**src/rtl/core/rlst_pkg.sv**
```systemverilog
`default_nettype none
package rlst_pkg;

  // Field widths
  localparam int unsigned ALT_W   = 26;
  localparam int unsigned SPD_W   = 20;
  localparam int unsigned HDG_W   = 19;
  localparam int unsigned FUEL_W  = 40;
  localparam int unsigned DIST_W  = 62;
  localparam int unsigned DT_W    = 16;
  localparam int unsigned CFG_W   = 40;
  localparam int unsigned IDX_W   = 3;

  // Shared multiplier: 23 x 31 bit operands, 54 bit product
  localparam int unsigned MUL_A_W = 23;
  localparam int unsigned MUL_B_W = 31;
  localparam int unsigned PROD_W  = 54;
  // Divide by 125 as multiply by ceil(2^37/125), keep product bits 53..37
  localparam int unsigned QUOT_LSB = 37;
  localparam int unsigned QUOT_W   = 17;
  localparam int unsigned BURN_W   = 34;
  localparam int unsigned REM_W    = 11;

  localparam logic [HDG_W-1:0]   CIRCLE      = 19'd360000;
  localparam logic [HDG_W-1:0]   HALF_CIRCLE = 19'd180000;
  localparam logic [ALT_W-1:0]   ALT_MAX     = 26'd45000000;
  localparam logic [SPD_W-1:0]   SPEED_MAX   = 20'd600000;
  localparam logic [MUL_B_W-1:0] RECIP_125   = 31'd1099511628;

  typedef enum logic [IDX_W-1:0] {
    REG_INIT_ALT  = 3'd0,
    REG_INIT_SPD  = 3'd1,
    REG_INIT_HDG  = 3'd2,
    REG_INIT_FUEL = 3'd3,
    REG_GOAL_ALT  = 3'd4,
    REG_GOAL_SPD  = 3'd5,
    REG_GOAL_HDG  = 3'd6
  } cfg_idx_e;

  typedef enum logic [2:0] {
    MUL_DIST = 3'd0,  // speed * dt
    MUL_QA   = 3'd1,  // (s >> 4) * recip
    MUL_AD   = 3'd2,  // (s / 2000) * dt
    MUL_RD   = 3'd3,  // (s % 2000) * dt
    MUL_QB   = 3'd4   // (rem * dt >> 4) * recip
  } mul_sel_e;

  typedef struct packed {
    logic [ALT_W-1:0]  init_altitude;
    logic [SPD_W-1:0]  init_speed;
    logic [HDG_W-1:0]  init_heading;
    logic [FUEL_W-1:0] init_fuel;
    logic [ALT_W-1:0]  goal_altitude;
    logic [SPD_W-1:0]  goal_speed;
    logic [HDG_W-1:0]  goal_heading;
  } cfg_t;

  typedef struct packed {
    logic     ld_restart;
    logic     ld_tick;
    logic     mul_en;
    mul_sel_e mul_sel;
    logic     dist_upd;
    logic     rem_ld;
    logic     burn_ld;
    logic     fuel_upd;
    logic     out_ld;
  } cmd_t;

endpackage
`default_nettype wire

```
**src/rtl/core/rlst_cfg.sv**
```systemverilog
`default_nettype none
module rlst_cfg (
  input  wire logic                        clk_i,
  input  wire logic                        rst_ni,
  input  wire logic                        cfg_we_i,
  input  wire logic [rlst_pkg::IDX_W-1:0]  cfg_idx_i,
  input  wire logic [rlst_pkg::CFG_W-1:0]  cfg_wdata_i,
  output rlst_pkg::cfg_t                   cfg_o
);
  import rlst_pkg::*;

  cfg_t             cfg_q, cfg_d;
  logic [ALT_W-1:0] wr_alt;
  logic [SPD_W-1:0] wr_spd;
  logic [HDG_W-1:0] wr_hdg;
  logic [HDG_W-1:0] wr_hdg_wrap;

  // Saturate goals, fold headings into one turn at write time
  always_comb begin
    wr_alt      = cfg_wdata_i[ALT_W-1:0];
    wr_spd      = cfg_wdata_i[SPD_W-1:0];
    wr_hdg      = cfg_wdata_i[HDG_W-1:0];
    wr_hdg_wrap = (wr_hdg >= CIRCLE) ? wr_hdg - CIRCLE : wr_hdg;
    cfg_d       = cfg_q;
    if (cfg_we_i) begin
      unique case (cfg_idx_i)
        REG_INIT_ALT:  cfg_d.init_altitude = wr_alt;
        REG_INIT_SPD:  cfg_d.init_speed    = wr_spd;
        REG_INIT_HDG:  cfg_d.init_heading  = wr_hdg_wrap;
        REG_INIT_FUEL: cfg_d.init_fuel     = cfg_wdata_i[FUEL_W-1:0];
        REG_GOAL_ALT:  cfg_d.goal_altitude = (wr_alt > ALT_MAX) ? ALT_MAX : wr_alt;
        REG_GOAL_SPD:  cfg_d.goal_speed    = (wr_spd > SPEED_MAX) ? SPEED_MAX : wr_spd;
        REG_GOAL_HDG:  cfg_d.goal_heading  = wr_hdg_wrap;
        default: ;
      endcase
    end
  end

  always_ff @(posedge clk_i or negedge rst_ni) begin
    if (!rst_ni) begin
      cfg_q <= '0;
    end else begin
      cfg_q <= cfg_d;
    end
  end

  assign cfg_o = cfg_q;

endmodule
`default_nettype wire

```
**src/rtl/core/rlst_ctrl.sv**
```systemverilog
`default_nettype none
module rlst_ctrl (
  input  wire logic clk_i,
  input  wire logic rst_ni,
  input  wire logic in_valid_i,
  input  wire logic restart_i,
  output logic      in_ready_o,
  output logic      out_valid_o,
  input  wire logic out_ready_i,
  output rlst_pkg::cmd_t cmd_o
);
  import rlst_pkg::*;

  typedef enum logic [7:0] {
    ST_IDLE = 8'b0000_0001,
    ST_DIST = 8'b0000_0010,
    ST_QA   = 8'b0000_0100,
    ST_AD   = 8'b0000_1000,
    ST_RD   = 8'b0001_0000,
    ST_QB   = 8'b0010_0000,
    ST_FUEL = 8'b0100_0000,
    ST_DONE = 8'b1000_0000
  } state_e;

  state_e state_q, state_d;
  logic   out_valid_q, out_valid_d;
  logic   slot_free;

  assign slot_free = !out_valid_q || out_ready_i;

  // Sequence one item; a tick goes through the shared multiplier, a restart does not
  always_comb begin
    state_d = state_q;
    cmd_o   = '0;
    cmd_o.mul_sel = MUL_DIST;
    unique case (state_q)
      ST_IDLE: begin
        if (in_valid_i) begin
          if (restart_i) begin
            cmd_o.ld_restart = 1'b1;
            state_d          = ST_DONE;
          end else begin
            cmd_o.ld_tick = 1'b1;
            state_d       = ST_DIST;
          end
        end
      end
      ST_DIST: begin
        cmd_o.mul_en  = 1'b1;
        cmd_o.mul_sel = MUL_DIST;
        state_d       = ST_QA;
      end
      ST_QA: begin
        cmd_o.dist_upd = 1'b1;
        cmd_o.mul_en   = 1'b1;
        cmd_o.mul_sel  = MUL_QA;
        state_d        = ST_AD;
      end
      ST_AD: begin
        cmd_o.rem_ld  = 1'b1;
        cmd_o.mul_en  = 1'b1;
        cmd_o.mul_sel = MUL_AD;
        state_d       = ST_RD;
      end
      ST_RD: begin
        cmd_o.burn_ld = 1'b1;
        cmd_o.mul_en  = 1'b1;
        cmd_o.mul_sel = MUL_RD;
        state_d       = ST_QB;
      end
      ST_QB: begin
        cmd_o.mul_en  = 1'b1;
        cmd_o.mul_sel = MUL_QB;
        state_d       = ST_FUEL;
      end
      ST_FUEL: begin
        cmd_o.fuel_upd = 1'b1;
        state_d        = ST_DONE;
      end
      ST_DONE: begin
        if (slot_free) begin
          cmd_o.out_ld = 1'b1;
          state_d      = ST_IDLE;
        end
      end
      default: state_d = ST_IDLE;
    endcase
  end

  // Hold the result until the output transfer
  always_comb begin
    if (cmd_o.out_ld) begin
      out_valid_d = 1'b1;
    end else if (out_ready_i) begin
      out_valid_d = 1'b0;
    end else begin
      out_valid_d = out_valid_q;
    end
  end

  always_ff @(posedge clk_i or negedge rst_ni) begin
    if (!rst_ni) begin
      state_q     <= ST_IDLE;
      out_valid_q <= 1'b0;
    end else begin
      state_q     <= state_d;
      out_valid_q <= out_valid_d;
    end
  end

  assign in_ready_o  = (state_q == ST_IDLE);
  assign out_valid_o = out_valid_q;

endmodule
`default_nettype wire

```
**src/rtl/core/rlst_dp.sv**
```systemverilog
`default_nettype none
module rlst_dp (
  input  wire logic                         clk_i,
  input  wire logic                         rst_ni,
  input  wire rlst_pkg::cfg_t               cfg_i,
  input  wire rlst_pkg::cmd_t               cmd_i,
  input  wire logic [rlst_pkg::DT_W-1:0]    elapsed_ms_i,
  output logic [rlst_pkg::ALT_W-1:0]        altitude_now_o,
  output logic [rlst_pkg::SPD_W-1:0]        speed_now_o,
  output logic [rlst_pkg::HDG_W-1:0]        heading_now_o,
  output logic [rlst_pkg::FUEL_W-1:0]       fuel_now_o,
  output logic [rlst_pkg::DIST_W-1:0]       distance_now_o,
  output logic                              fuel_empty_o
);
  import rlst_pkg::*;

  // Tracked state
  logic [ALT_W-1:0]   alt_q, alt_d;
  logic [SPD_W-1:0]   spd_q, spd_d;
  logic [HDG_W-1:0]   hdg_q, hdg_d;
  logic [FUEL_W-1:0]  fuel_q, fuel_d;
  logic [DIST_W-1:0]  dist_q, dist_d;

  // Work registers
  logic [DT_W-1:0]    dt_q;
  logic [PROD_W-1:0]  prod_q;
  logic [REM_W-1:0]   rem_q;
  logic [BURN_W-1:0]  burn_q;

  // Result registers
  logic [ALT_W-1:0]   alt_out_q;
  logic [SPD_W-1:0]   spd_out_q;
  logic [HDG_W-1:0]   hdg_out_q;
  logic [FUEL_W-1:0]  fuel_out_q;
  logic [DIST_W-1:0]  dist_out_q;
  logic               empty_out_q;

  logic [21:0]        alt_lim;
  logic [ALT_W-1:0]   alt_lim_x;
  logic [ALT_W-1:0]   alt_gap;
  logic [17:0]        spd_lim;
  logic [SPD_W-1:0]   spd_lim_x;
  logic [SPD_W-1:0]   spd_gap;

  logic [17:0]        turn;
  logic signed [20:0] hd_raw;
  logic [HDG_W-1:0]   hd_d;
  logic               hd_pos;
  logic [HDG_W-1:0]   hd_mag;
  logic [HDG_W:0]     hd_fwd;
  logic [HDG_W-1:0]   hd_next;

  logic [26:0]        fuel_rate;
  logic [QUOT_W-1:0]  quot;
  logic [27:0]        quot_x2000;
  logic [27:0]        rem_full;
  logic [MUL_A_W-1:0] mul_a;
  logic [MUL_B_W-1:0] mul_b;
  logic [DIST_W:0]    dist_sum;
  logic [BURN_W:0]    burn;

  // Altitude slew, at most 33*dt
  always_comb begin
    alt_lim   = {1'b0, elapsed_ms_i, 5'b0} + {6'b0, elapsed_ms_i};
    alt_lim_x = ALT_W'(alt_lim);
    if (cfg_i.goal_altitude >= alt_q) begin
      alt_gap = cfg_i.goal_altitude - alt_q;
      alt_d   = (alt_gap <= alt_lim_x) ? cfg_i.goal_altitude : alt_q + alt_lim_x;
    end else begin
      alt_gap = alt_q - cfg_i.goal_altitude;
      alt_d   = (alt_gap <= alt_lim_x) ? cfg_i.goal_altitude : alt_q - alt_lim_x;
    end
  end

  // Speed slew, at most floor(5*dt/2)
  always_comb begin
    spd_lim   = 18'(({3'b0, elapsed_ms_i} + {1'b0, elapsed_ms_i, 2'b0}) >> 1);
    spd_lim_x = SPD_W'(spd_lim);
    if (cfg_i.goal_speed >= spd_q) begin
      spd_gap = cfg_i.goal_speed - spd_q;
      spd_d   = (spd_gap <= spd_lim_x) ? cfg_i.goal_speed : spd_q + spd_lim_x;
    end else begin
      spd_gap = spd_q - cfg_i.goal_speed;
      spd_d   = (spd_gap <= spd_lim_x) ? cfg_i.goal_speed : spd_q - spd_lim_x;
    end
  end

  // Heading: turn the shortest way, at most 3*dt, wrap on the circle
  always_comb begin
    turn   = {2'b0, elapsed_ms_i} + {1'b0, elapsed_ms_i, 1'b0};
    hd_raw = $signed({2'b0, cfg_i.goal_heading}) - $signed({2'b0, hdg_q})
           + $signed({2'b0, HALF_CIRCLE});
    if (hd_raw < 0) begin
      hd_d = HDG_W'(hd_raw + $signed({2'b0, CIRCLE}));
    end else if (hd_raw >= $signed({2'b0, CIRCLE})) begin
      hd_d = HDG_W'(hd_raw - $signed({2'b0, CIRCLE}));
    end else begin
      hd_d = HDG_W'(hd_raw);
    end
    hd_pos = (hd_d > HALF_CIRCLE);
    hd_mag = hd_pos ? hd_d - HALF_CIRCLE : HALF_CIRCLE - hd_d;
    hd_fwd = {1'b0, hdg_q} + {2'b0, turn};
    if (hd_mag <= HDG_W'(turn)) begin
      hd_next = cfg_i.goal_heading;
    end else if (hd_pos) begin
      hd_next = (hd_fwd >= {1'b0, CIRCLE}) ? HDG_W'(hd_fwd - {1'b0, CIRCLE})
                                          : HDG_W'(hd_fwd);
    end else begin
      hd_next = (hdg_q >= HDG_W'(turn)) ? hdg_q - HDG_W'(turn)
                                        : hdg_q + CIRCLE - HDG_W'(turn);
    end
    hdg_d = hd_next;
  end

  // Burn rate numerator, its quotient by 2000 from the reciprocal product, and the remainder
  always_comb begin
    fuel_rate  = 27'({spd_q, 5'b0}) + 27'({spd_q, 3'b0}) + 27'(alt_q);
    quot       = prod_q[PROD_W-1:QUOT_LSB];
    quot_x2000 = 28'(quot) * 28'd2000;
    rem_full   = 28'(fuel_rate) - quot_x2000;
  end

  // Select operands of the shared multiplier
  always_comb begin
    mul_a = '0;
    mul_b = '0;
    unique case (cmd_i.mul_sel)
      MUL_DIST: begin
        mul_a = MUL_A_W'(spd_q);
        mul_b = MUL_B_W'(dt_q);
      end
      MUL_QA: begin
        mul_a = fuel_rate[26:4];
        mul_b = RECIP_125;
      end
      MUL_AD: begin
        mul_a = MUL_A_W'(quot);
        mul_b = MUL_B_W'(dt_q);
      end
      MUL_RD: begin
        mul_a = MUL_A_W'(rem_q);
        mul_b = MUL_B_W'(dt_q);
      end
      MUL_QB: begin
        mul_a = prod_q[26:4];
        mul_b = RECIP_125;
      end
      default: ;
    endcase
  end

  // Saturating distance and floored fuel
  always_comb begin
    dist_sum = {1'b0, dist_q} + (DIST_W + 1)'(prod_q[35:0]);
    burn     = {1'b0, burn_q} + (BURN_W + 1)'(quot);
    dist_d   = dist_q;
    fuel_d   = fuel_q;
    if (cmd_i.dist_upd) begin
      dist_d = dist_sum[DIST_W] ? '1 : dist_sum[DIST_W-1:0];
    end
    if (cmd_i.fuel_upd) begin
      fuel_d = (FUEL_W'(burn) >= fuel_q) ? '0 : fuel_q - FUEL_W'(burn);
    end
  end

  // Advance tracked state
  always_ff @(posedge clk_i or negedge rst_ni) begin
    if (!rst_ni) begin
      alt_q  <= '0;
      spd_q  <= '0;
      hdg_q  <= '0;
      fuel_q <= '0;
      dist_q <= '0;
    end else if (cmd_i.ld_restart) begin
      alt_q  <= cfg_i.init_altitude;
      spd_q  <= cfg_i.init_speed;
      hdg_q  <= cfg_i.init_heading;
      fuel_q <= cfg_i.init_fuel;
      dist_q <= '0;
    end else begin
      if (cmd_i.ld_tick) begin
        alt_q <= alt_d;
        spd_q <= spd_d;
        hdg_q <= hdg_d;
      end
      fuel_q <= fuel_d;
      dist_q <= dist_d;
    end
  end

  // Work registers and the product register
  always_ff @(posedge clk_i) begin
    if (cmd_i.ld_tick) begin
      dt_q <= elapsed_ms_i;
    end
    if (cmd_i.mul_en) begin
      prod_q <= PROD_W'(mul_a) * PROD_W'(mul_b);
    end
    if (cmd_i.rem_ld) begin
      rem_q <= rem_full[REM_W-1:0];
    end
    if (cmd_i.burn_ld) begin
      burn_q <= prod_q[BURN_W-1:0];
    end
  end

  // Capture the result for the output transfer
  always_ff @(posedge clk_i) begin
    if (cmd_i.out_ld) begin
      alt_out_q   <= alt_q;
      spd_out_q   <= spd_q;
      hdg_out_q   <= hdg_q;
      fuel_out_q  <= fuel_q;
      dist_out_q  <= dist_q;
      empty_out_q <= (fuel_q == '0);
    end
  end

  assign altitude_now_o = alt_out_q;
  assign speed_now_o    = spd_out_q;
  assign heading_now_o  = hdg_out_q;
  assign fuel_now_o     = fuel_out_q;
  assign distance_now_o = dist_out_q;
  assign fuel_empty_o   = empty_out_q;

endmodule
`default_nettype wire

```
**src/rtl/core/rate_limited_state_tracker.sv**
```systemverilog
`default_nettype none
// Slew-rate limited tracker for altitude, speed and heading with distance and
// fuel integration. An input transfer with restart set reloads the state from
// the init registers and clears distance; otherwise it applies one tick of
// elapsed_ms. Every input transfer yields exactly one result transfer holding
// the state after the item. A restart goes straight to the result capture;
// a tick takes the accept cycle for the three slews, then five passes through
// a single shared 23x31 multiplier (distance product, two reciprocal divisions
// by 2000 and two products with dt), then the fuel update and the result
// capture. The result capture waits until the output register is free.
// One item is in work at a time; a finished result sits in an output register,
// so the next item can be accepted while it waits. Write the configuration
// registers only while the block is idle; heading registers are folded into
// 0..359999 and goal altitude and speed are saturated on write.
module rate_limited_state_tracker (
  input  wire logic                         clk_i,
  input  wire logic                         rst_ni,
  // Configuration writes
  input  wire logic                         cfg_we_i,
  input  wire logic [rlst_pkg::IDX_W-1:0]   cfg_idx_i,
  input  wire logic [rlst_pkg::CFG_W-1:0]   cfg_wdata_i,
  // Input items
  input  wire logic                         in_valid_i,
  output logic                              in_ready_o,
  input  wire logic                         restart_i,
  input  wire logic [rlst_pkg::DT_W-1:0]    elapsed_ms_i,
  // Result items
  output logic                              out_valid_o,
  input  wire logic                         out_ready_i,
  output logic [rlst_pkg::ALT_W-1:0]        altitude_now_o,
  output logic [rlst_pkg::SPD_W-1:0]        speed_now_o,
  output logic [rlst_pkg::HDG_W-1:0]        heading_now_o,
  output logic [rlst_pkg::FUEL_W-1:0]       fuel_now_o,
  output logic [rlst_pkg::DIST_W-1:0]       distance_now_o,
  output logic                              fuel_empty_o
);
  import rlst_pkg::*;

  cfg_t cfg;
  cmd_t cmd;

  rlst_cfg u_cfg (
    .clk_i       (clk_i),
    .rst_ni      (rst_ni),
    .cfg_we_i    (cfg_we_i),
    .cfg_idx_i   (cfg_idx_i),
    .cfg_wdata_i (cfg_wdata_i),
    .cfg_o       (cfg)
  );

  rlst_ctrl u_ctrl (
    .clk_i       (clk_i),
    .rst_ni      (rst_ni),
    .in_valid_i  (in_valid_i),
    .restart_i   (restart_i),
    .in_ready_o  (in_ready_o),
    .out_valid_o (out_valid_o),
    .out_ready_i (out_ready_i),
    .cmd_o       (cmd)
  );

  rlst_dp u_dp (
    .clk_i          (clk_i),
    .rst_ni         (rst_ni),
    .cfg_i          (cfg),
    .cmd_i          (cmd),
    .elapsed_ms_i   (elapsed_ms_i),
    .altitude_now_o (altitude_now_o),
    .speed_now_o    (speed_now_o),
    .heading_now_o  (heading_now_o),
    .fuel_now_o     (fuel_now_o),
    .distance_now_o (distance_now_o),
    .fuel_empty_o   (fuel_empty_o)
  );

endmodule
`default_nettype wire
```
**config.mk**
```make
export PLATFORM = sky130hd
export DESIGN_NAME = rate_limited_state_tracker
export DESIGN_NICKNAME = d
export VERILOG_FILES = /design/src/rtl/core/rlst_pkg.sv /design/src/rtl/core/rlst_cfg.sv /design/src/rtl/core/rlst_ctrl.sv /design/src/rtl/core/rlst_dp.sv /design/src/rtl/core/rate_limited_state_tracker.sv
export SDC_FILE = /design/constraint.sdc
export NUM_CORES = 2
export LEC_CHECK = 0
export ABC_AREA = 1
export BUFFER_PORTS_ARGS = -buffer_cell sky130_fd_sc_hd__clkbuf_2
export CAP_MARGIN = 20
export CORE_MARGIN = 2
export CORE_UTILIZATION = 35
export CTS_BUF_LIST = sky130_fd_sc_hd__clkbuf_4
export DETAILED_ROUTE_END_ITERATION = 8
export GPL_ROUTABILITY_DRIVEN = 0
export GPL_TIMING_DRIVEN = 1
export PLACE_DENSITY = 0.61
export SLEW_MARGIN = 20
export SYNTH_ARGS = -nofsm -noshare
export SYNTH_HDL_FRONTEND = slang
export SYNTH_HIERARCHICAL = 1
export SYNTH_SLANG_ARGS = --single-unit
```
**constraint.sdc**
```tcl
create_clock -name clk_i -period 15.85 [get_ports clk_i]
set_input_delay 3.17 -clock clk_i [delete_from_list [all_inputs] [get_ports clk_i]]
set_output_delay 3.17 -clock clk_i [all_outputs]
set_load 0.02 [all_outputs]
```
Word level (Yosys, flattened, before mapping)
Cells that the tools add are included.
- input port bits: 65
- logic and storage cells: 157
- output and inout port bits: 170
- register bits: 629
- reduce and logical (&&, ||, !) cells: 19
- order comparisons: 16
- $add $sub $neg: 29
- equal/unequal tests: 20
- multipliers: 2
- mux-type cells: 47
- operators by type and width (kind ; number):
    $mux W19 ; 10
    $mux W62 ; 3
    $mux W26 ; 6
    $mux W20 ; 6
    $mux W40 ; 3
    $pmux W23 S5 ; 1
    $pmux W8 S8 ; 1
    $add A62 B36 Y63 ; 1
    $pmux W31 S2 ; 1
    $sub A19 B19 Y19 const B ; 3
    $mul A23 B31 Y54 ; 1
    $le A26 B22 Y1 ; 2
    $sub A26 B26 Y26 ; 2
    $ge A35 B40 Y1 ; 1
    $le A20 B18 Y1 ; 2
    $logic_not A40 Y1 ; 1
    $sub A20 B20 Y20 ; 2
    $sub A40 B35 Y40 ; 1
    $add A19 B19 Y19 const B ; 2
    $sub A19 B18 Y19 ; 2
    $add A34 B17 Y35 ; 1
    $add A26 B26 Y27 ; 1
    $add A25 B23 Y26 ; 1
    $add A26 B22 Y26 ; 1
    other kinds (48) ; 78

Depth between registers and ports, before layout
- depth after elaboration: 11
- mapped depth: 60

Cells and area by module
The synthesis kept the hierarchy.
- modules (own cells, without submodules) (module ; instances ; cells an instance ; area an instance (um2) ; sequential area each (um2)):
    rlst_dp ; 1 ; 7308 ; 58018.1 ; 12647.1
    rlst_cfg ; 1 ; 825 ; 7240.7 ; 4254.1
    rlst_ctrl ; 1 ; 86 ; 593.1 ; 226.5

Least setup slack after synthesis
Ideal clock, no wire load.
- path kind: register to register
- start: register u_dp.spd_q[1]
- end: register u_dp.prod_q[49], data pin
- setup time: 0.273 ns
- stages on the path, launching flop included: 51
- clock period less this slack: 10.019 ns
- arrival: 9.747 ns
- path buffers: 0
- data required time: 15.577 ns
- path slack: 5.831 ns
- cell sequence: dfrtp_1 fa_1 ha_1 nand3_1 and2_1 inv_1 a21oi_1 o21bai_1 a21oi_1 o21ai_0 inv_1 o21ai_0 nand3_1 nand2_1 nand2_1 nand2_1 a21oi_1 nor2_1 [... 15 more ...] fa_1 fa_1 fa_1 inv_1 fa_1 inv_1 ha_1 nand2_1 nor2_1 nand4_1 o21ai_0 a21oi_1 o21ai_0 a21oi_1 o21ai_0 a21oi_1 o31ai_1 xor2_1
- cells in the longest elaborated chain, start to end: 4
- RTL lines (what ; RTL line ; text):
    start, declared ; rlst_dp.sv:19 ; logic [SPD_W-1:0] spd_q, spd_d;
    start signal, assigned ; rlst_dp.sv:176 ; spd_q <= cfg_i.init_speed;
    start signal, assigned ; rlst_dp.sv:183 ; spd_q <= spd_d;
    $add A25 B23 Y26 ; rlst_dp.sv:117 ; fuel_rate = 27'({spd_q, 5'b0}) + 27'({spd_q, 3'b0}) + 27'(alt_q);
    $add A26 B26 Y27 ; rlst_dp.sv:117 ;
    $pmux W23 S5 * ; rlst_dp.sv:127 ; unique case (cmd_i.mul_sel)
    $mul A23 B31 Y54 * ; rlst_dp.sv:197 ; prod_q <= PROD_W'(mul_a) * PROD_W'(mul_b);
    end signal, assigned ; rlst_dp.sv:197 ;
    end, declared ; rlst_dp.sv:26 ; logic [PROD_W-1:0] prod_q;
Every way passes the cells marked *; elsewhere a longest branch is shown, timed or not.
A chain may end at the register's enable or synchronous reset.

Final worst setup path
- start: register u_dp.spd_q[2]
- end: register u_dp.prod_q[49], data pin
The elaborated chain is that of the path after synthesis.

==> metrics.txt <==
crit-path max FO 8; worst relative slew slack 0.2006; PortBufs 234; CTS Buffer Depth 3; Worst EP arrival 12.82 ns; Placeable Area 0.1874 sq mm; Setup crit start kind register; hold_sp u_dp/dist_q[60]; skew final 0.1027 ns; Ports 235; crit share post-route 0.7563; die height 437.8 um; CTS tree built; Netlist cell types 66; Reg-to-Reg End u_dp/prod_q[49]; Critical Path RT 16.68 ns; Sum Neg Setup Slack 0 ns; GRT overflow 0; Async SR Flop Fraction 0.5510; Synth Instances 8,219; DP Area 0.06972 sq mm; Max Slew Vio Count 0; clock transition at the registers of the reported paths 0.07 ns; CP Capture Type register; FMAX 83.42 MHz; Final Net Count 9,731; critical path class reg -> reg; first-pass GRT wire length 348.2 mm; Cell Rows 159; gr usage total 0.2369; worst slew pin tran 1.195 ns; Iter 0 DRT Violations 5,519; Routed Wire Length 230.3 mm; Layout Area Growth over Synthesis 9.308%; post-layout min period 11.99 ns; wire length per cell 20.74 um; Seq/Total Area, Yosys 0.2601; DRC viols 0; Starting Density 0.3514; fraction of layout cells with a size suffix above 1 0.07991; pin count of the biggest net entering global routing 79; design area 0.07198 sq mm; worst stage delay on the critical path 0.64 ns; WHS Path Cells 0; final setup fails 0; YS warnings 6; hold endpoint u_dp/distance_now_o[60]; final core utilization 0.3841; CTS sink cnt 628; die area 0.1916 sq mm; class of the worst hold path reg -> reg; Critical-path top delay cell o21ai_1; initial antenna violation count 17; Hold Vio Cnt, Final 0; run status completed; Top Family by Delay on Critical Path adder cells; DR vias 58,670; vias in the first global route 57,780; most frequent cell on the critical path fa_1; chip width 437.8 um; drt pass-1 iters 7; Post-synth EDFFs 282; H-tree depth 4; hpwl dp 182.1 mm; number of nets with antenna violations after routing 0; Reg2Reg Setup Slack 3.86 ns; clock root buffer clkbuf_4; reg2reg path depth 52; Clk Latency, worst-skew pair 1.14 ns; top_reg_cell synth dfrtp_1; Placement Setup Slack 3.979 ns; unrepaired setup endpoints after global routing false; Post-Syn Area 0.06585 sq mm; WP buf/inv 7; Vias/cell 5.284; RR Startpoint u_dp/spd_q[2]; FF+latch count, synth 628; TritonCTS Buffers 166; Post-CTS Setup Bufs 0; setup ws final 3.862 ns; Avg Cell Area, Syn 8.012 sq um; maxcap violations 0; cts hold-fix bufs 0; Post-CTS Resized 0
metrics by stage:
step,std cells,hold slack (ns)
final,11100,0.4594
after global routing,11100,0.4664
after CTS,11090,0.4573
after detailed placement,10790,0.4370
after global placement,10790,0.4396
after floorplan,8241,0.4231
layer usage:
metal / vias up / GRT usage / routed length (um)
li1: 27350 / - / -
met1: 28210 / 0.2944 / 90790
met2: 2563 / 0.3871 / 106600
met3: 541 / 0.04332 / 18490
met4: 10 / 0.1332 / 14340
met5: - / 0 / 55
state kept, by name (all words and copies together), names as in the netlist, 19 cells and up:
signal               flops
u_cfg/cfg_o            170
u_dp/altitude_now_o     26
u_dp/dist_q             62
u_dp/alt_q              26
u_dp/heading_now_o      19
u_dp/burn_q             34
u_dp/distance_now_o     62
u_dp/speed_now_o        20
u_dp/prod_q             53
u_dp/fuel_now_o         40
u_dp/hdg_q              19
u_dp/fuel_q             40
u_dp/spd_q              20
kinds of logic after synthesis:
| group | Yosys count | synth area share |
|---|---|---|
| AND/OR/NAND/NOR | 2804 | 0.1760 |
| buffers and inverters | 1634 | 0.09468 |
| other | 2 | 0.0001140 |
| adder cells (fa/ha/maj) | 1205 | 0.2780 |
| multiplexers | 14 | 0.002394 |
| flip-flops | 628 | 0.2601 |
| AO/OA/AOI/OAI | 1496 | 0.1306 |
| XOR/XNOR | 436 | 0.05810 |
placed cells by master (no fill, tap or decap), types with 85 or more instances in the layout:
cell type  Yosys  routed
nand2_1     1595    1593
inv_1       1361    1360
ha_1         775     775
nor2_1       647     642
a21oi_1      576     576
o21ai_0      490     490
fa_1         430     430
xor2_1       350     350
dfrtp_1      345     345
nand3_1      340     339
edfxtp_1     282     282
clkbuf_4       0     237
clkbuf_2       0     233
xnor2_1       85      85
worst reg2reg max path: cells and delay by family (launching register included):
kind | cells | cell delay [ns]
XOR/XNOR | 1 | 0.12
AO/OA/AOI/OAI | 16 | 3.76
flip-flops | 1 | 0.55
buffers and inverters | 7 | 0.50
adder cells (fa/ha/maj) | 10 | 4.98
AND/OR/NAND/NOR | 18 | 1.87
worst max path at each step:
stage               cells after the start         endpoint  slack [ns]     startpoint
floorplan                              50  u_dp/prod_q[49]        5.83  u_dp/spd_q[1]
global placement                       51  u_dp/prod_q[49]        4.05  u_dp/spd_q[1]
detailed placement                     52  u_dp/prod_q[49]        3.98  u_dp/spd_q[2]
CTS                                    52  u_dp/prod_q[49]        4.03  u_dp/spd_q[2]
global route                           53  u_dp/prod_q[53]        2.81  u_dp/spd_q[2]
finish                                 52  u_dp/prod_q[49]        3.86  u_dp/spd_q[2]
synth_stat cells (all sizes together), types with 22 or more instances:
cell type,instances,share of area
dfrtp,345,0.13
xor2,351,0.047
o21ai,513,0.039
o21bai,43,0.0049
o22ai,22,0.0021
nor3,38,0.0029
o31ai,26,0.0030
nand2,1627,0.095
nor2,665,0.039
clkbuf,199,0.011
nor4,24,0.0023
a22oi,22,0.0025
nand3,353,0.028
o221ai,50,0.0067
a21oi,587,0.045
inv,1383,0.079
edfxtp,282,0.13
o211ai,73,0.0083
a221oi,22,0.0029
xnor2,85,0.011
nand4,63,0.0060
fa,430,0.13
buf,39,0.0037
a31oi,41,0.0039
ha,775,0.15
final cells by class:
type / instances / area [sq um]
Antenna cell: 12 / 30.03
Fill cell: 19200 / 115400
Clock buffer: 237 / 1779
Sequential cell: 628 / 17130
Multi-Input combinational cell: 5979 / 42620
Timing Repair Buffer: 290 / 1629
Clock inverter: 67 / 424.2
Inverter: 1396 / 5245
Tap cell: 2495 / 3122
Power is left out: the tool's default activity adds up to more than one toggle a clock period on the data nets, which glitch-free logic cannot reach.
